`src/design/fbpw_pkg.sv`:
```
package fbpw_pkg;

   localparam int COORD_W    = 8;
   localparam int COLOUR_W   = 16;
   localparam int DIM_W      = 9;
   localparam int ROW_W      = 10;
   localparam int ADDR_OUT_W = 13;
   localparam int COUNT_W    = 2;
   localparam int PROD_W     = DIM_W + ROW_W;
   localparam int CALC_W     = 21;
   localparam int CSR_ADDR_W = 5;
   localparam int CSR_DATA_W = 32;

   localparam int QUEUE_DEPTH = 4;
   localparam int QUEUE_PTR_W = 2;

   localparam int MIRROR_X_BIT = 0;
   localparam int MIRROR_Y_BIT = 1;

   localparam logic [7:0] PIX1_MASK = 8'h80;
   localparam logic [7:0] PIX2_MASK = 8'hC0;
   localparam logic [7:0] PIX4_MASK = 8'hF0;
   localparam logic [7:0] BYTE_MASK = 8'hFF;

   localparam logic [DIM_W-1:0] RESET_WIDTH     = 9'd128;
   localparam logic [DIM_W-1:0] RESET_HEIGHT    = 9'd64;
   localparam logic [ROW_W-1:0] RESET_ROW_BYTES = 10'd16;

   localparam logic STATUS_OK    = 1'b0;
   localparam logic STATUS_RANGE = 1'b1;

   localparam logic [COUNT_W-1:0] COUNT_NONE = 2'd0;
   localparam logic [COUNT_W-1:0] COUNT_ONE  = 2'd1;
   localparam logic [COUNT_W-1:0] COUNT_TWO  = 2'd2;

   typedef enum logic [1:0] {
      ROT_0,
      ROT_90,
      ROT_180,
      ROT_270
   } rotation_type;

   typedef enum logic [1:0] {
      FMT_1BPP,
      FMT_2BPP,
      FMT_4BPP,
      FMT_16BPP
   } format_type;

   typedef enum logic [2:0] {
      REG_ROTATION,
      REG_MIRROR,
      REG_FORMAT,
      REG_WIDTH,
      REG_HEIGHT,
      REG_ROW_BYTES
   } reg_index_type;

   typedef struct packed {
      logic [COORD_W-1:0]  x_pos;
      logic [COORD_W-1:0]  y_pos;
      logic [COLOUR_W-1:0] colour;
   } req_type;

   typedef struct packed {
      logic                  status;
      logic [ADDR_OUT_W-1:0] byte_address;
      logic [COLOUR_W-1:0]   written_data;
      logic [COUNT_W-1:0]    byte_count;
   } rsp_type;

   typedef struct packed {
      rotation_type      rotation;
      logic [1:0]        mirror_mode;
      format_type        pixel_format;
      logic [DIM_W-1:0]  panel_width;
      logic [DIM_W-1:0]  panel_height;
      logic [ROW_W-1:0]  row_bytes;
   } cfg_type;

   // a classified pixel write on its way from front to back
   typedef struct packed {
      logic                out_of_range;
      logic [DIM_W-1:0]    px;
      logic [DIM_W-1:0]    py;
      logic [COLOUR_W-1:0] colour;
   } point_type;

endpackage

```
`src/design/fbpw_queue.sv`:
```
module fbpw_queue import fbpw_pkg::*; (
   input  logic      clock,
   input  logic      reset,
   input  logic      push,
   input  point_type push_item,
   input  logic      pop,
   output logic      full,
   output logic      empty,
   output point_type head
);

   point_type              entries_ff [QUEUE_DEPTH];
   logic [QUEUE_PTR_W-1:0] wr_ptr_ff;
   logic [QUEUE_PTR_W-1:0] wr_ptr_in;
   logic [QUEUE_PTR_W-1:0] rd_ptr_ff;
   logic [QUEUE_PTR_W-1:0] rd_ptr_in;
   logic [QUEUE_PTR_W:0]   count_ff;
   logic [QUEUE_PTR_W:0]   count_in;

   assign full  = (count_ff == (QUEUE_PTR_W+1)'(QUEUE_DEPTH));
   assign empty = (count_ff == '0);
   assign head  = entries_ff[rd_ptr_ff];

   always_comb begin
      wr_ptr_in = push ? wr_ptr_ff + 1'b1 : wr_ptr_ff;
      rd_ptr_in = pop ? rd_ptr_ff + 1'b1 : rd_ptr_ff;
      count_in  = count_ff;
      if (push && !pop) begin
         count_in = count_ff + 1'b1;
      end else if (pop && !push) begin
         count_in = count_ff - 1'b1;
      end
   end

   always_ff @(posedge clock) begin
      if (push) begin
         entries_ff[wr_ptr_ff] <= push_item;
      end
   end

   always_ff @(posedge clock) begin
      if (reset) begin
         wr_ptr_ff <= '0;
         rd_ptr_ff <= '0;
         count_ff  <= '0;
      end else begin
         wr_ptr_ff <= wr_ptr_in;
         rd_ptr_ff <= rd_ptr_in;
         count_ff  <= count_in;
      end
   end

endmodule

```
`config.mk`:
```
export PLATFORM = sky130hd
export DESIGN_NAME = fbpw_queue
export DESIGN_NICKNAME = d
export VERILOG_FILES = /design/src/design/fbpw_pkg.sv /design/src/design/fbpw_queue.sv
export SDC_FILE = /design/constraint.sdc
export NUM_CORES = 1
export LEC_CHECK = 0
export ABC_CLOCK_PERIOD_IN_PS = 5300
export BUFFER_PORTS_ARGS = -buffer_cell sky130_fd_sc_hd__buf_2
export CAP_MARGIN = 10
export CORE_ASPECT_RATIO = 0.9
export CORE_MARGIN = 10
export CORE_UTILIZATION = 40
export CTS_CLUSTER_SIZE = 28
export DETAILED_ROUTE_END_ITERATION = 8
export PLACE_DENSITY = 0.55
export REMOVE_ABC_BUFFERS = 1
export SKIP_CTS_REPAIR_TIMING = 1
export SLEW_MARGIN = 0
export SYNTH_ARGS = -nofsm -noshare
export SYNTH_HDL_FRONTEND = slang
export SYNTH_SLANG_ARGS = --single-unit
```
`constraint.sdc`:
```
create_clock -name clock -period 5.3 [get_ports clock]
set_input_delay 0 -clock clock [delete_from_list [all_inputs] [get_ports clock]]
set_output_delay 0 -clock clock [all_outputs]
set_load 0.05 [all_outputs]
```
# After elaboration in Yosys (flattened, before gate mapping)
# Memories as Yosys holds them, arrays and structs flattened. A register that Yosys moved wholly into a read port is not among the register bits.
# Index checks and enable logic that the tools add are counted.
[word_totals] reg_bits=7 ram_bits=140 in_bits=39 wordCells=21 mem_count=1
[mem_list] name="entries_ff" depth=4 width=35 rd=1 rd_clocked_by_memory_dff=1 write_ports=1 line="fbpw_queue.sv:12" rtl="point_type entries_ff [QUEUE_DEPTH];"
[op_classes] addsub=4 n_eq_ne=1 muxes=6 reduce_logical=6
[op_table] operator="$mux 3" count=2
[op_table] operator="$add 2x1->2 const B" count=2
[op_table] operator="$mux 2" count=2
[op_table] operator="$add 3x1->3 const B" count=1
[op_table] operator="$eq 3x3->1 const B" count=1
[op_table] operator="$logic_not 3->1" count=1
[op_table] operator="$sub 3x1->3 const B" count=1
[op_table] operator="$logic_and 1x1->1" count=2
[op_table] operator="$logic_not 1->1" count=2
[op_table] operator="$mux 1" count=2
[op_table] operator="$reduce_bool 2->1" count=1

# Depth between registers and ports, before layout
[logic_depth] depth_word=4 depth_mapped=7 mapped_depth_nobuf=7

# Worst setup path before layout
# OpenSTA, ideal clock, no wires.
[synth_timing] path_kind="flip-flop to flip-flop" start="register wr_ptr_ff[0]" end="memory entries_ff[2][0] in the netlist's numbering, enable pin" arrival_time_ns=1.399 required_time_ns=4.905 path_slack_ns=3.506 path_stages_with_launch=4 path_buffers=0 synth_period_minus_slack_ns=1.794 cell_sequence="dfxtp_1 -> inv_1 -> ha_1 -> and2_1"
[synth_rtl] item="start, declared" line="fbpw_queue.sv:13" rtl="logic [QUEUE_PTR_W-1:0] wr_ptr_ff;"
[synth_rtl] item="start signal, assigned" line="fbpw_queue.sv:47" rtl="wr_ptr_ff <= wr_ptr_in;"
[synth_rtl] item="end, declared" line="fbpw_queue.sv:12"
# No word-level cell before the write port.

==> out/metrics.cfg <==
[timing]
final-hold-violation-count = 0
period_share = 0.441
slew_headroom = 0.342
fmaxAchievable_mhz = 428
tns_ps = 0
maxSlewViolCount = 0
setup_viol_count_final = 0
clock_skew_ps = 8.79
rsz0062_at_grt = no
tightest_slew_ps = 987
period_minus_slack_ps = 2330

[floorplanning]
fp.dieH_um = 132
design.die.area_um2 = 18900
start_util = 0.411
core-area_um2 = 13500
io_pins = 76
die_x_um = 144
fp-row-count = 40

[critical_path]
crit_fanout = 28
critPathRequiredTime_ps = 5300
endpoint_kind = output port
crit_type = flip-flop to output port
cp.arrival_ps = 2330
setup.worst_path.start_class = flip-flop

[pwr]
total_power_uw = 2880
power.density_nw_per_um2 = 414
power_frac_clock = 0.383
vdd_drop_max_mv = 0.232
intPower_uw = 2160
combPwrFrac = 0.139
switching_power_uw = 722
leakage_uw = 0.00243
power_frac_seq = 0.479
p_sw_frac = 0.250

[final_layout]
fin_cells = 533
final_cell_mix = edfxtp_1 (140), buf_2 (75), dlygate4sd3_1 (39)
fin_util = 0.518
n_antenna_cell = 0
drive_above_1_share = 0.375
syn2layout_area_growth_pct = 26.1
final_common_cell = edfxtp_1
finalInstanceArea_um2 = 6970
final_nets = 397

[drt]
drt_pass1_iterations = 5
routed.top_layer = met4
wl_met3_um = 866
wl_mm = 10.1
route.met2.wl_mm = 4.49
detail-route-antenna-nets = 0
initialDrtViolationCount = 100
via_per_inst = 4.82
vias = 2569
post_drt_wl_per_cell_um = 18.9
wl_met1_mm = 4.60
drc = 0

[run_status]
outcome = finished, final reports clean

[synthesis]
ys_seq_area_frac = 0.793
yosys_warnings = 0
synth.top_cell.area_share = 0.760
syn_inst = 227
synth.distinct_cells = 23
syn_area_um2 = 5530
synth_seq_cells = 149
synth_area_per_cell_um2 = 24.4
synthTopCellsByArea = edfxtp_1 (76%), mux4_2 (12%), dfxtp_1 (3.3%)
yosysTopAreaCell = edfxtp_1

[grt]
grt_pass1_wl_mm = 15.6
grt_overflow_total = 0
grt_usage = 0.111
grt_max_degree = 36
first_global_vias = 2762
antenna_found_initial = 0

[placement]
dp.cells = 462
place.gp.congestion = 0.662
dp_hpwl_mm = 6.04
dpl_cell_area_um2 = 6040
port_buffers = 75

[clocking]
cts_tree = built
clkTransAtPathRegs_ps = 60
insertion_delay_ps = 410
htree_levels = 4
cts_buffers = 17
numClockSinks = 149
cts_buffer_depth = 2
clock-root-buffer = clkbuf_16

[run]
maxCapViolations = 0

[worst_hold_path]
hold_path_class = primary input to flip-flop

## metal layers
layer  vias up  GRT usage
li1       1200          -
met1      1284      0.142
met2        75      0.154
met3        10     0.0569
met4         0     0.0459
met5         -          0
## layout make-up
type                            instances  area (um^2)
Tap cell                              168          210
Timing Repair Buffer                  115          773
Clock buffer                           18          429
Multi-Input combinational cell         65         1040
Clock inverter                         14          118
Sequential cell                       149         4390
Fill cell                            1081         6490
Inverter                                4         15.0
## state kept, by name (all words and copies together) (netlist names), named ones only
name	count
wr_ptr_ff	2
count_ff	3
rd_ptr_ff	2
entries_ff	140
## synth_stat cells
cell type,number
clkbuf_1,1
mux4_1,5
nor2_1,7
nor3b_1,1
nor3_1,1
buf_12,3
edfxtp_1,140
buf_2,3
and2_1,4
inv_1,4
fa_1,1
dfxtp_1,9
buf_6,1
mux4_2,30
ha_1,5
o21ai_0,1
a21oi_1,1
mux2i_1,2
nand2_1,1
or3_1,1
xor2_1,3
xnor2_1,2
clkbuf_2,1
## logic make-up after synthesis
group,synth area share
fa+ha+maj,0.0149
buf+inv,0.0199
flops,0.793
simple gates,0.0133
mux,0.150
compound gates,0.00181
xor+xnor,0.00792
## final timing paths
kind / start / end / slack, ps / cells past startpoint
max: flip-flop / head[21] / 2970 / 3
min: push_item[34] / entries_ff[2][34]$_DFFE_PP_ / 340 / 2
max reg2reg: wr_ptr_ff[0]$_SDFFE_PP0P_ / entries_ff[0][29]$_DFFE_PP_ / 3530 / 3
min reg2reg: count_ff[2]$_SDFFE_PP0P_ / count_ff[2]$_SDFFE_PP0P_ / 510 / 2
## per-stage QoR
step	worst slack, ps	hold WS (ps)
5_1_grt	2760	339
6_report	2970	342
3_5_place_dp	3330	218
3_3_place_gp	3350	215
4_1_cts	2880	-214
2_1_floorplan	2840	69.1
## power groups by stage
stage	Clock (uW)	Sequential (uW)	Combinational, uW
2_1_floorplan	0	1400	274
3_3_place_gp	0	1400	382
3_5_place_dp	0	1410	384
4_1_cts	1130	1380	385
5_1_grt	1190	1390	429
6_report	1100	1380	400
## critical path, cell delays in order, from the launching register on
cell and delay [ps]:
dfxtp_2 490, buf_4 540, mux4_1 650, buf_2 230
No activity file was read; power rests on OpenSTA's default activity.
