**config.mk**
```make
export PLATFORM = sky130hd
export DESIGN_NAME = fbpw_csr
export DESIGN_NICKNAME = d
export VERILOG_FILES = /design/src/design/fbpw_pkg.sv /design/src/design/fbpw_csr.sv
export SDC_FILE = /design/constraint.sdc
export NUM_CORES = 1
export LEC_CHECK = 0
export BUFFER_PORTS_ARGS = -buffer_cell sky130_fd_sc_hd__buf_4
export CORE_ASPECT_RATIO = 0.5
export CORE_MARGIN = 2
export CORE_UTILIZATION = 40
export DETAILED_ROUTE_END_ITERATION = 10
export GPL_ROUTABILITY_DRIVEN = 0
export PLACE_DENSITY = 0.77
export SETUP_SLACK_MARGIN = 0.4
export SYNTH_ARGS = -nofsm -noshare
export SYNTH_HDL_FRONTEND = slang
export SYNTH_SLANG_ARGS = --single-unit
```
**constraint.sdc**
```tcl
create_clock -name clock -period 1.1 [get_ports clock]
set_input_delay 0.165 -clock clock [delete_from_list [all_inputs] [get_ports clock]]
set_output_delay 0.165 -clock clock [all_outputs]
set_load 0.02 [all_outputs]
```
**src/design/fbpw_pkg.sv**
```systemverilog
package fbpw_pkg;

   localparam int COORD_W    = 8;
   localparam int COLOUR_W   = 16;
   localparam int DIM_W      = 9;
   localparam int ROW_W      = 10;
   localparam int ADDR_OUT_W = 13;
   localparam int COUNT_W    = 2;
   localparam int PROD_W     = DIM_W + ROW_W;
   localparam int CALC_W     = 21;
   localparam int CSR_ADDR_W = 5;
   localparam int CSR_DATA_W = 32;

   localparam int QUEUE_DEPTH = 4;
   localparam int QUEUE_PTR_W = 2;

   localparam int MIRROR_X_BIT = 0;
   localparam int MIRROR_Y_BIT = 1;

   localparam logic [7:0] PIX1_MASK = 8'h80;
   localparam logic [7:0] PIX2_MASK = 8'hC0;
   localparam logic [7:0] PIX4_MASK = 8'hF0;
   localparam logic [7:0] BYTE_MASK = 8'hFF;

   localparam logic [DIM_W-1:0] RESET_WIDTH     = 9'd128;
   localparam logic [DIM_W-1:0] RESET_HEIGHT    = 9'd64;
   localparam logic [ROW_W-1:0] RESET_ROW_BYTES = 10'd16;

   localparam logic STATUS_OK    = 1'b0;
   localparam logic STATUS_RANGE = 1'b1;

   localparam logic [COUNT_W-1:0] COUNT_NONE = 2'd0;
   localparam logic [COUNT_W-1:0] COUNT_ONE  = 2'd1;
   localparam logic [COUNT_W-1:0] COUNT_TWO  = 2'd2;

   typedef enum logic [1:0] {
      ROT_0,
      ROT_90,
      ROT_180,
      ROT_270
   } rotation_type;

   typedef enum logic [1:0] {
      FMT_1BPP,
      FMT_2BPP,
      FMT_4BPP,
      FMT_16BPP
   } format_type;

   typedef enum logic [2:0] {
      REG_ROTATION,
      REG_MIRROR,
      REG_FORMAT,
      REG_WIDTH,
      REG_HEIGHT,
      REG_ROW_BYTES
   } reg_index_type;

   typedef struct packed {
      logic [COORD_W-1:0]  x_pos;
      logic [COORD_W-1:0]  y_pos;
      logic [COLOUR_W-1:0] colour;
   } req_type;

   typedef struct packed {
      logic                  status;
      logic [ADDR_OUT_W-1:0] byte_address;
      logic [COLOUR_W-1:0]   written_data;
      logic [COUNT_W-1:0]    byte_count;
   } rsp_type;

   typedef struct packed {
      rotation_type      rotation;
      logic [1:0]        mirror_mode;
      format_type        pixel_format;
      logic [DIM_W-1:0]  panel_width;
      logic [DIM_W-1:0]  panel_height;
      logic [ROW_W-1:0]  row_bytes;
   } cfg_type;

   // a classified pixel write on its way from front to back
   typedef struct packed {
      logic                out_of_range;
      logic [DIM_W-1:0]    px;
      logic [DIM_W-1:0]    py;
      logic [COLOUR_W-1:0] colour;
   } point_type;

endpackage

```
**src/design/fbpw_csr.sv**
```systemverilog
module fbpw_csr import fbpw_pkg::*; (
   input  logic                  clock,
   input  logic                  reset,
   input  logic                  psel,
   input  logic                  penable,
   input  logic                  pwrite,
   input  logic [CSR_ADDR_W-1:0] paddr,
   input  logic [CSR_DATA_W-1:0] pwdata,
   output logic [CSR_DATA_W-1:0] prdata,
   output logic                  pready,
   output cfg_type               cfg
);

   cfg_type       cfg_ff;
   cfg_type       cfg_in;
   reg_index_type reg_sel;
   logic          wr_en;

   assign reg_sel = reg_index_type'(paddr[CSR_ADDR_W-1:2]);
   assign wr_en   = psel & penable & pwrite;
   assign pready  = 1'b1;
   assign cfg     = cfg_ff;

   always_comb begin
      cfg_in = cfg_ff;
      if (wr_en) begin
         case (reg_sel)
            REG_ROTATION:  cfg_in.rotation     = rotation_type'(pwdata[1:0]);
            REG_MIRROR:    cfg_in.mirror_mode  = pwdata[1:0];
            REG_FORMAT:    cfg_in.pixel_format = format_type'(pwdata[1:0]);
            REG_WIDTH:     cfg_in.panel_width  = pwdata[DIM_W-1:0];
            REG_HEIGHT:    cfg_in.panel_height = pwdata[DIM_W-1:0];
            REG_ROW_BYTES: cfg_in.row_bytes    = pwdata[ROW_W-1:0];
            default: ;
         endcase
      end
   end

   always_comb begin
      prdata = '0;
      case (reg_sel)
         REG_ROTATION:  prdata = CSR_DATA_W'(cfg_ff.rotation);
         REG_MIRROR:    prdata = CSR_DATA_W'(cfg_ff.mirror_mode);
         REG_FORMAT:    prdata = CSR_DATA_W'(cfg_ff.pixel_format);
         REG_WIDTH:     prdata = CSR_DATA_W'(cfg_ff.panel_width);
         REG_HEIGHT:    prdata = CSR_DATA_W'(cfg_ff.panel_height);
         REG_ROW_BYTES: prdata = CSR_DATA_W'(cfg_ff.row_bytes);
         default:       prdata = '0;
      endcase
   end

   always_ff @(posedge clock) begin
      if (reset) begin
         cfg_ff.rotation     <= ROT_0;
         cfg_ff.mirror_mode  <= 2'b00;
         cfg_ff.pixel_format <= FMT_1BPP;
         cfg_ff.panel_width  <= RESET_WIDTH;
         cfg_ff.panel_height <= RESET_HEIGHT;
         cfg_ff.row_bytes    <= RESET_ROW_BYTES;
      end else begin
         cfg_ff <= cfg_in;
      end
   end

endmodule

```
# Word-level counts from Yosys, hierarchy flattened
# Index checks and enable logic that the tools add are counted.
dict set report word_totals {
  inputBits 42
  ff_bits 34
  mem_bits_ro 0
  latch_bits 0
  ramBits 0
  wordCells 21
  mem_count 0
}
dict set report op_classes {
  n_mul 0
  n_div 0
  reduce_logical 7
  n_eq_ne 5
  bitwise_logic 2
  shifts 0
  magnitude_cmp 0
  n_mux 1
  addsub 0
}
# op n
set op_table {}
lappend op_table {{$pmux 10 s6} 1}
lappend op_table {{$reduce_and 2->1} 6}
lappend op_table {{$eq 3x2->1 const B} 2}
lappend op_table {{$eq 3x3->1 const B} 2}
lappend op_table {{$eq 3x1->1 const B} 1}
lappend op_table {{$logic_not 3->1} 1}
lappend op_table {{$and 1x1->1} 2}

# Longest topological paths before layout
dict set report depth {
  depth_word 3
  ltp_mapped 6
  depth_no_buf 3
}

# Worst setup path after synthesis
# OpenSTA, ideal clock, no wires.
dict set report synth_timing {
  kind {reg2out}
  start {register cfg_ff, in the netlist cfg[28]}
  end {output prdata[0]}
  path_buffers 0
  stages_incl_launch_ff 3
  t_arrival_ps 1378
  path_slack_ps -443
  cell_sequence {dfxtp_1 mux2i_1 o311ai_0}
}
dict set report synth_via {
  elab_chain_len 1
}
# element line
set synth_rtl {}
lappend synth_rtl {{from (decl)} fbpw_csr.sv:14} ;# cfg_type cfg_ff;
lappend synth_rtl {{from (signal assigned)} fbpw_csr.sv:61} ;# cfg_ff <= cfg_in;
lappend synth_rtl {{$pmux 10 s6} fbpw_csr.sv:41} ;# case (reg_sel)
lappend synth_rtl {{to (decl)} fbpw_csr.sv:9} ;# output logic [CSR_DATA_W-1:0] prdata,
# No other way between the ends.

# Worst setup path after layout
dict set report layout_timing {
  start {register cfg_ff, in the netlist cfg[29]}
  end {output prdata[1]}
}
# The elaborated chain is that of the path after synthesis.

==> metrics.txt <==
Setup CP Type=register to primary output; RSZ-0062 raised after global routing=true; # setup viols final=17; Mapped Area=1890 um2; largest net degree at the start of global routing=24; Final Cell Area=about 4000 um2; drt drc=0; post-synth top area share=36.1%; vias per inst=5.60; final hold vios=0; Horiz. Die Dim=101 um; port buffer count=61; HP Class=input pin to register; Setup WS post-layout=-496 ps; violated checks=negative setup slack; Die Span Y=roughly 53 um; layout cell share with drive strength beyond 1=between 70% and 80%; cells after synthesis=203; Clock Skew=0 ps; clk slew on worst S/H paths=80 ps; Setup WS pre-CTS=-230 ps; Async SR Flop Fraction=0%; Num CTS Buffers=5; CTS max path bufs=2; Vias=2171; max capacitance violation total=0; CTS root buf=clkbuf_8; Worst-Skew Late Latency=320 ps; initial drt markers=132; P_leak=1.72 nW; Routed WL=approximately 9.3 mm; max reg flops=34; Overall Global Routing Usage=between 30% and 40%; R2R setup slack=130 ps; status=finished, violations left; Post-synth EDFFs=0; Post-DP Area=2810 um2; row count=17; Synth Area per Inst=9.30 um2; Worst VDD drop=541 uV; Final nets=372; fin. max-slew vios=0; first-pass GRT wire length=about 11 mm; pwr/cell area=between 700 and 800 nW/um2; H-Tree Depth=2; Main synth FF type=dfxtp_1; Layout Area Growth over Synthesis=112%; Critical Path RT=~940 ps; post-synthesis cell type count=31; GR Overflow Total=0; number of synthesis warnings=0; sequential cell area fraction in the yosys report=36.1%; Detailed Routing Iterations Pass 1=5; ranking of synthesized cells by area=dfxtp_1 (36%), mux2i_1 (18%), nand2b_1 (11%), buf_4 (10%), o2bb2ai_1 (3.2%); vias in the first global route=approximately 2100; TritonCTS clock tree=yes; Startpoint Class=register; period utilisation layout=145%; Tmin final=around 1600 ps; leading area contributor after synthesis=dfxtp_1; Max Clk Rate=0.627 GHz; Synth top cells by count=dfxtp_1 (34), mux2i_1 (34), nand2b_1 (32), buf_4 (26), a21oi_1 (10); Starting Density=a little over two fifths; DP Wirelength=around 3.8 mm; crit-path cells=mux4_2 -> inv_2 -> o22ai_4 -> buf_6; # diodes=0; Hold Buf Count CTS=0; Critical-path top delay cell=mux4_2; CTS Sinks=34; CP max stage delay=480 ps; core area=4470 um2; Arrival @ worst endpoint=1430 ps; die area=between 5000 and 6000 um2; Crit. End Element=primary output; Seq cells post-synth=34; wire length per cell=~24 um; I/O Pins=109; crit path max fanout=2; Antenna Nets Post-Route=0; antenna violations before repair=0
## per-layer routing
metal	part of all wire [%]	GRT usage (%)	wire (um)
met2	46	51.0	4290
met5	0	0	0
met1	41	37.7	3860
met4	4.3	11.7	399
met3	8.2	6.93	769
## layout by cell type, fill, tap and decap left out, drive strengths merged, types with 5 or more instances in the layout
cell     netlist  layout
clkbuf         5       5
conb           2      23
mux2i         34      34
o2bb2ai        7       7
nand2b        32      32
buf           31     135
a21oi         10      10
nand3          9       9
nand2          6       6
nor2           9       9
o21ai          9       9
dfxtp         34      34
## repair_timing
item	4_1_cts	5_1_grt
setup buffers	27	16
endpoints found under the setup margin	78	78
resized for setup	151	36
pin swaps	12	15
## final cells by class
| class | instances | area (um2) |
|---|---|---|
| well taps | 57 | 71.3 |
| clock inverters | 3 | 45.0 |
| fillers | 155 | 462 |
| clock buffers | 5 | 68.8 |
| inverters | 1 | 3.75 |
| multi-input cells | 153 | 1570 |
| repair buffers | 135 | 1500 |
| flip-flops and latches | 34 | 748 |
## path summary, 6_finish.rpt
check | start | to | cells after the start
min reg2reg | cfg[32] | cfg[32] | 2
max reg2reg | cfg[6] | cfg[6] | 4
min | pwdata[1] | cfg[1] | 3
max | cfg[29] | prdata[1] | 4
## cells by family after synthesis
group,count (synthesis),synth area share (%)
AO/OA/AOI/OAI,28,9.08
buffers and inverters,37,14.0
flip-flops,34,36.1
multiplexers,36,19.8
other,2,0.398
AND/OR/NAND/NOR,66,20.6
## through the flow
stage	cells	utilization [%]	TNS [ps]	hold WS [ps]	power (mW)
6_report	388	89.7	-2310	111	3.19
2_1_floorplan	224	-	-180	317	1.63
5_1_grt	388	89.7	-2710	99.4	3.27
3_5_place_dp	337	62.9	-6090	443	1.74
4_1_cts	372	82.0	-1470	111	3.01
3_3_place_gp	337	62.9	-5060	433	1.74
## critical path: cells and delay by family, from the launching register on
family,cells,cell delay (ps)
multiplexers,1,480
flip-flops,1,340
buffers and inverters,2,240
AO/OA/AOI/OAI,1,60
## report_power, final
group          internal [mW]  total [mW]  switching, mW
clock                  0.675        1.27          0.598
combinational          0.317       0.687          0.370
sequential              1.22        1.23         0.0120
total                   2.21        3.19          0.979
Note: power is estimated with default switching activity, not from simulation.
