### src/design/fbpw_pkg.sv
package fbpw_pkg;

   localparam int COORD_W    = 8;
   localparam int COLOUR_W   = 16;
   localparam int DIM_W      = 9;
   localparam int ROW_W      = 10;
   localparam int ADDR_OUT_W = 13;
   localparam int COUNT_W    = 2;
   localparam int PROD_W     = DIM_W + ROW_W;
   localparam int CALC_W     = 21;
   localparam int CSR_ADDR_W = 5;
   localparam int CSR_DATA_W = 32;

   localparam int QUEUE_DEPTH = 4;
   localparam int QUEUE_PTR_W = 2;

   localparam int MIRROR_X_BIT = 0;
   localparam int MIRROR_Y_BIT = 1;

   localparam logic [7:0] PIX1_MASK = 8'h80;
   localparam logic [7:0] PIX2_MASK = 8'hC0;
   localparam logic [7:0] PIX4_MASK = 8'hF0;
   localparam logic [7:0] BYTE_MASK = 8'hFF;

   localparam logic [DIM_W-1:0] RESET_WIDTH     = 9'd128;
   localparam logic [DIM_W-1:0] RESET_HEIGHT    = 9'd64;
   localparam logic [ROW_W-1:0] RESET_ROW_BYTES = 10'd16;

   localparam logic STATUS_OK    = 1'b0;
   localparam logic STATUS_RANGE = 1'b1;

   localparam logic [COUNT_W-1:0] COUNT_NONE = 2'd0;
   localparam logic [COUNT_W-1:0] COUNT_ONE  = 2'd1;
   localparam logic [COUNT_W-1:0] COUNT_TWO  = 2'd2;

   typedef enum logic [1:0] {
      ROT_0,
      ROT_90,
      ROT_180,
      ROT_270
   } rotation_type;

   typedef enum logic [1:0] {
      FMT_1BPP,
      FMT_2BPP,
      FMT_4BPP,
      FMT_16BPP
   } format_type;

   typedef enum logic [2:0] {
      REG_ROTATION,
      REG_MIRROR,
      REG_FORMAT,
      REG_WIDTH,
      REG_HEIGHT,
      REG_ROW_BYTES
   } reg_index_type;

   typedef struct packed {
      logic [COORD_W-1:0]  x_pos;
      logic [COORD_W-1:0]  y_pos;
      logic [COLOUR_W-1:0] colour;
   } req_type;

   typedef struct packed {
      logic                  status;
      logic [ADDR_OUT_W-1:0] byte_address;
      logic [COLOUR_W-1:0]   written_data;
      logic [COUNT_W-1:0]    byte_count;
   } rsp_type;

   typedef struct packed {
      rotation_type      rotation;
      logic [1:0]        mirror_mode;
      format_type        pixel_format;
      logic [DIM_W-1:0]  panel_width;
      logic [DIM_W-1:0]  panel_height;
      logic [ROW_W-1:0]  row_bytes;
   } cfg_type;

   // a classified pixel write on its way from front to back
   typedef struct packed {
      logic                out_of_range;
      logic [DIM_W-1:0]    px;
      logic [DIM_W-1:0]    py;
      logic [COLOUR_W-1:0] colour;
   } point_type;

endpackage

### src/design/fbpw_front.sv
module fbpw_front import fbpw_pkg::*; #(
   parameter int MAX_DIM = 256
) (
   input  cfg_type   cfg,
   input  logic      push,
   input  req_type   req_item,
   input  logic      q_full,
   input  logic      clearing,
   output logic      full,
   output logic      q_push,
   output point_type point
);

   localparam int               CLAMP_W   = 11;
   localparam logic [CLAMP_W-1:0] MAX_DIM_C = CLAMP_W'(MAX_DIM);

   logic [DIM_W-1:0] pw;
   logic [DIM_W-1:0] ph;
   logic [DIM_W-1:0] lw;
   logic [DIM_W-1:0] lh;
   logic [DIM_W-1:0] xe;
   logic [DIM_W-1:0] ye;
   logic [DIM_W-1:0] rx;
   logic [DIM_W-1:0] ry;
   logic             swapped;

   assign full   = q_full | clearing;
   assign q_push = push & ~full;

   assign pw = ({2'b00, cfg.panel_width} > MAX_DIM_C) ? DIM_W'(MAX_DIM) : cfg.panel_width;
   assign ph = ({2'b00, cfg.panel_height} > MAX_DIM_C) ? DIM_W'(MAX_DIM) : cfg.panel_height;

   assign swapped = (cfg.rotation == ROT_90) || (cfg.rotation == ROT_270);
   assign lw      = swapped ? ph : pw;
   assign lh      = swapped ? pw : ph;
   assign xe      = {1'b0, req_item.x_pos};
   assign ye      = {1'b0, req_item.y_pos};

   always_comb begin
      case (cfg.rotation)
         ROT_0: begin
            rx = xe;
            ry = ye;
         end
         ROT_90: begin
            rx = pw - ye - 9'd1;
            ry = xe;
         end
         ROT_180: begin
            rx = pw - xe - 9'd1;
            ry = ph - ye - 9'd1;
         end
         default: begin
            rx = ye;
            ry = ph - xe - 9'd1;
         end
      endcase
   end

   always_comb begin
      point.out_of_range = (xe >= lw) || (ye >= lh);
      point.px           = cfg.mirror_mode[MIRROR_X_BIT] ? (pw - rx - 9'd1) : rx;
      point.py           = cfg.mirror_mode[MIRROR_Y_BIT] ? (ph - ry - 9'd1) : ry;
      point.colour       = req_item.colour;
   end

endmodule

### config.mk
export PLATFORM = sky130hd
export DESIGN_NAME = fbpw_front
export DESIGN_NICKNAME = d
export VERILOG_FILES = /design/src/design/fbpw_pkg.sv /design/src/design/fbpw_front.sv
export SDC_FILE = /design/constraint.sdc
export NUM_CORES = 1
export LEC_CHECK = 0
export BUFFER_PORTS_ARGS = -buffer_cell sky130_fd_sc_hd__buf_4
export CAP_MARGIN = 20
export CORE_MARGIN = 2
export CORE_UTILIZATION = 56
export DETAILED_ROUTE_END_ITERATION = 16
export PLACE_DENSITY_LB_ADDON = 0.25
export SETUP_SLACK_MARGIN = 0.15
export SYNTH_ARGS = -nofsm -noshare
export SYNTH_HDL_FRONTEND = slang
export SYNTH_SLANG_ARGS = --single-unit
### constraint.sdc
create_clock -name vclk -period 4.85
set_input_delay 0.485 -clock vclk [all_inputs]
set_output_delay 0.485 -clock vclk [all_outputs]
set_load 0.1 [all_outputs]
Word-level counts from Yosys, hierarchy flattened

Index checks and enable logic that the tools add are counted.

Multiply operators: 0
Add/subtract/negate cells: 12
Order comparisons: 4
Reduce and logical (&&, ||, !) cells: 3
Equal/unequal tests: 3
Bitwise operators: 3
Muxes and demuxes: 8
Div/mod/pow operators: 0
Shift-type cells: 0

Operators with widths:

| cell                                                | count |
|---|---|
| 2-to-1 mux 9 bit                                    | 6 |
| case mux 9 bit (3 select lines)                     | 2 |
| subtractor 9 x 1 -> 9 bit, second input constant    | 6 |
| subtractor 9 x 8 -> 9 bit                           | 4 |
| >= comparator 8 x 9 -> 1 bit                        | 2 |
| > comparator 9 bit, second input constant           | 2 |
| subtractor 9 bit                                    | 2 |
| equality test 2 bit, second input constant          | 2 |
| equality test 2 x 1 -> 1 bit, second input constant | 1 |
| zero test 2 bit                                     | 1 |
| logical OR 1 bit                                    | 2 |
| bitwise AND 1 bit                                   | 1 |
| NOT 1 bit                                           | 1 |
| bitwise OR 1 bit                                    | 1 |

Bits in latches: 0
Bits of input ports: 69
Output and inout bits: 37
Logic and storage cells: 33
Bits in read-only memories: 0
RAM bits: 0
Bits in registers: 0
Memories: 0

Depth between registers and ports, before layout

Depth in word-level cells: 8
Mapped depth: 18
Depth with buffers taken out: 18

Least setup slack after synthesis

Ideal clock, no wire load.

Path type: input port to output port
Start: input cfg[27] in the netlist's numbering
End: output point[33] in the netlist's numbering
Cell stages on the path: 16
Buffers on the path: 1
Arrival: 4945 ps
Path slack: -580 ps
Path through: clkbuf_1 > nand2b_1 > fa_1 > nand2b_1 > a21boi_0 > nor2_1 > xor2_1 > mux4_2 > ha_1 > o21ai_1 > a21oi_1 > o21ai_0 > nand2b_1 > a41o_1 > a211oi_2 > xnor2_1

RTL lines:

| item            | RTL line         | source |
|---|---|---|
| start, declared | fbpw_front.sv:4  | `input cfg_type cfg,` |
| end, declared   | fbpw_front.sv:11 | `output point_type point` |

==> key figures <==
Status
  • Outcome: complete, no violations

Floorplanning
  • Row count: 29
  • DIE HEIGHT: 83.7 um
  • I/O pin total: 106
  • Area of the core: 0.00624 mm2
  • Die area: 0.00701 mm2
  • Die X: 83.7 um
  • Starting Density: 57.0%

CTS
  • Cts hold-fix bufs: 0

Yosys
  • Synth area leader: ha_1
  • Yosys warns: 0
  • Share of the synthesized area in the top cell type: 24.6%
  • Main area contributors after synthesis: ha_1 25%, mux4_2 6.3%, mux2i_1 6.2%, xnor2_1 5.2%, a21oi_1 4.4%
  • Syn Inst Count: 467
  • Commonest cells post-synth: 70 x ha_1, 39 x inv_1, 38 x nor2_1
  • Most frequent cell after synthesis: ha_1
  • Syn Nets: 612
  • Syn_area_per_cell: 7.62 um2
  • Register area share after synthesis: 0%
  • Cell Area, Synth: 0.00356 mm2
  • Post-synthesis cell type count: 56

Timing
  • Worst slew pin tran: 0.480 ns
  • Setup TNS: 0 ns
  • Max-slew violations: 0
  • Final setup fails: 0
  • Final hold vios: 0
  • Period utilization: 94.5%
  • Final worst slack: 0.266 ns
  • Fmax: 218 MHz
  • Final min period: 4.58 ns
  • RSZ-0062 raised after global routing: true
  • Worst slew margin: 67.9%

Cells and area
  • FILL cells: 560
  • # diodes: 0
  • Fin nets: 662
  • Layout Cells excl Fill: 592
  • Area Growth Syn to Fin: 17.1%
  • Sequential Area: 0 um2
  • Layout cells sized above 1: 22.9%
  • Sequential cells: 0
  • Clock buf count: 0

Setup path
  • Critical path endpoint category: output pin
  • Worst setup startpoint: cfg[27]
  • Crit-path max FO: 5
  • Arr. time, crit path: 4.10 ns
  • Worst Setup EP: point[33]
  • Worst EP required: 4.37 ns
  • WS Path Type: primary input to output pin
  • Startpoint types: primary input

GRT
  • Overflow after GRT: 0
  • Initial antenna violation count: 0
  • GRT Total Usage: 26.7%
  • Pin count of the biggest net entering global routing: 37
  • First-pass GRT wire length: 16000 um
  • Vias in the first global route: 3513

Routing
  • Vias: 3520
  • First drt pass iteration count: 4
  • Routed Antenna Nets: 0
  • Remaining DRCs: 0
  • Iteration-0 DRC count of the detailed router: 219
  • Drt total wl: 9320 um
  • Routed length per instance: 15.8 um
  • Vias/cell: 5.95

Job
  • Max-cap viol count: 0

Place
  • Placement Setup Slack: 0.0210 ns
  • GPL Wtd Cong: 0.838
  • Placed Instances: 591
  • DP Wirelength: 7770 um
  • PortBufs: 62

Power
  • Peak supply drop: 0.181 mV
  • PwrDens: 204 mW/mm2
  • Leakage power: 0.00208 uW

Worst hold path
  • Hold Path Stages: 0
  • HP Class: primary input to output pin
==> what timing repair did <==
action,4_1_cts,5_1_grt
setup endpoints to repair,2,3
setup buffers,0,1
pin swaps,0,2
resized for setup,3,19
==> per-layer routing <==
metal | routed length (um) | part of all wire (%) | GRT usage [%]
met5 | 0 | 0 | 0
met4 | 178 | 1.9 | 6.16
met1 | 4230 | 45 | 35.9
met2 | 4550 | 49 | 47.6
met3 | 370 | 4.0 | 0.495
==> per-stage QoR <==
stage                     utilization, %  power, uW  hold WS, ns  instance area [um2]
after floorplan                        -        715         1.18                 3590
after global placement              65.2        805        0.971                 4070
after detailed placement            65.2        825        0.971                 4070
after CTS                           65.3        831        0.971                 4080
after global routing                66.7        916        0.970                 4170
final                               66.7        850        0.970                 4170
==> how the worst min path moves through the flow <==
stage | endpoint | startpoint
floorplan | point[0] | req_item[0]
global placement | point[0] | req_item[0]
detailed placement | point[0] | req_item[0]
CTS | point[0] | req_item[0]
global route | point[12] | req_item[12]
finish | point[8] | req_item[8]
==> worst max-delay path, cell delays in order <==
cell	delay [ns]
buf_4	0.13
nor2b_1	0.12
buf_4	0.15
ha_1	0.16
inv_1	0.06
fa_2	0.35
nand2b_4	0.16
a21boi_1	0.14
nor2_1	0.07
xor2_1	0.14
mux4_2	0.51
ha_4	0.29
o21ai_1	0.07
a21oi_2	0.17
nand2b_4	0.16
a31oi_1	0.08
o211a_1	0.22
a211oi_2	0.27
xnor2_2	0.16
buf_8	0.22
==> cell type report <==
type / count / area, um2 / area share, %
multi-input cells: 400 / 3330 / 80.0
repair buffers: 76 / 591 / 14.2
inverters: 39 / 146 / 3.51
well taps: 77 / 96.3 / 2.31
==> cell families after synthesis <==
family          Yosys count  share of synthesized area, %
xor+xnor                 32                          7.88
mux                      35                          13.5
compound gates          117                          22.0
simple gates            140                          19.3
buf+inv                  67                          9.32
fa+ha+maj                76                          28.0
==> placed cells by master, fill, tap and decap left out, types with 3 or more instances in the layout <==
master,instances
o211ai_1,3
fa_1,4
xor2_1,10
nor2b_2,3
nor2b_4,3
nor2_1,38
mux4_2,10
nor3_1,8
mux2_2,3
nand3_1,11
o31ai_1,3
a21o_1,10
nand2b_1,12
ha_1,69
xnor2_1,20
o21a_1,11
buf_4,74
o21ai_1,4
a21oi_1,29
or3_1,4
nand2_1,36
o22ai_1,3
o21bai_1,3
inv_1,39
mux2i_1,20
o21ai_0,20
o221ai_1,3
nor2b_1,15
==> power breakdown <==
part           switching [uW]  internal (uW)
logic                     552            298
clock network               0              0
registers                   0              0
total                     552            298
(Power assumes the default switching activity.)
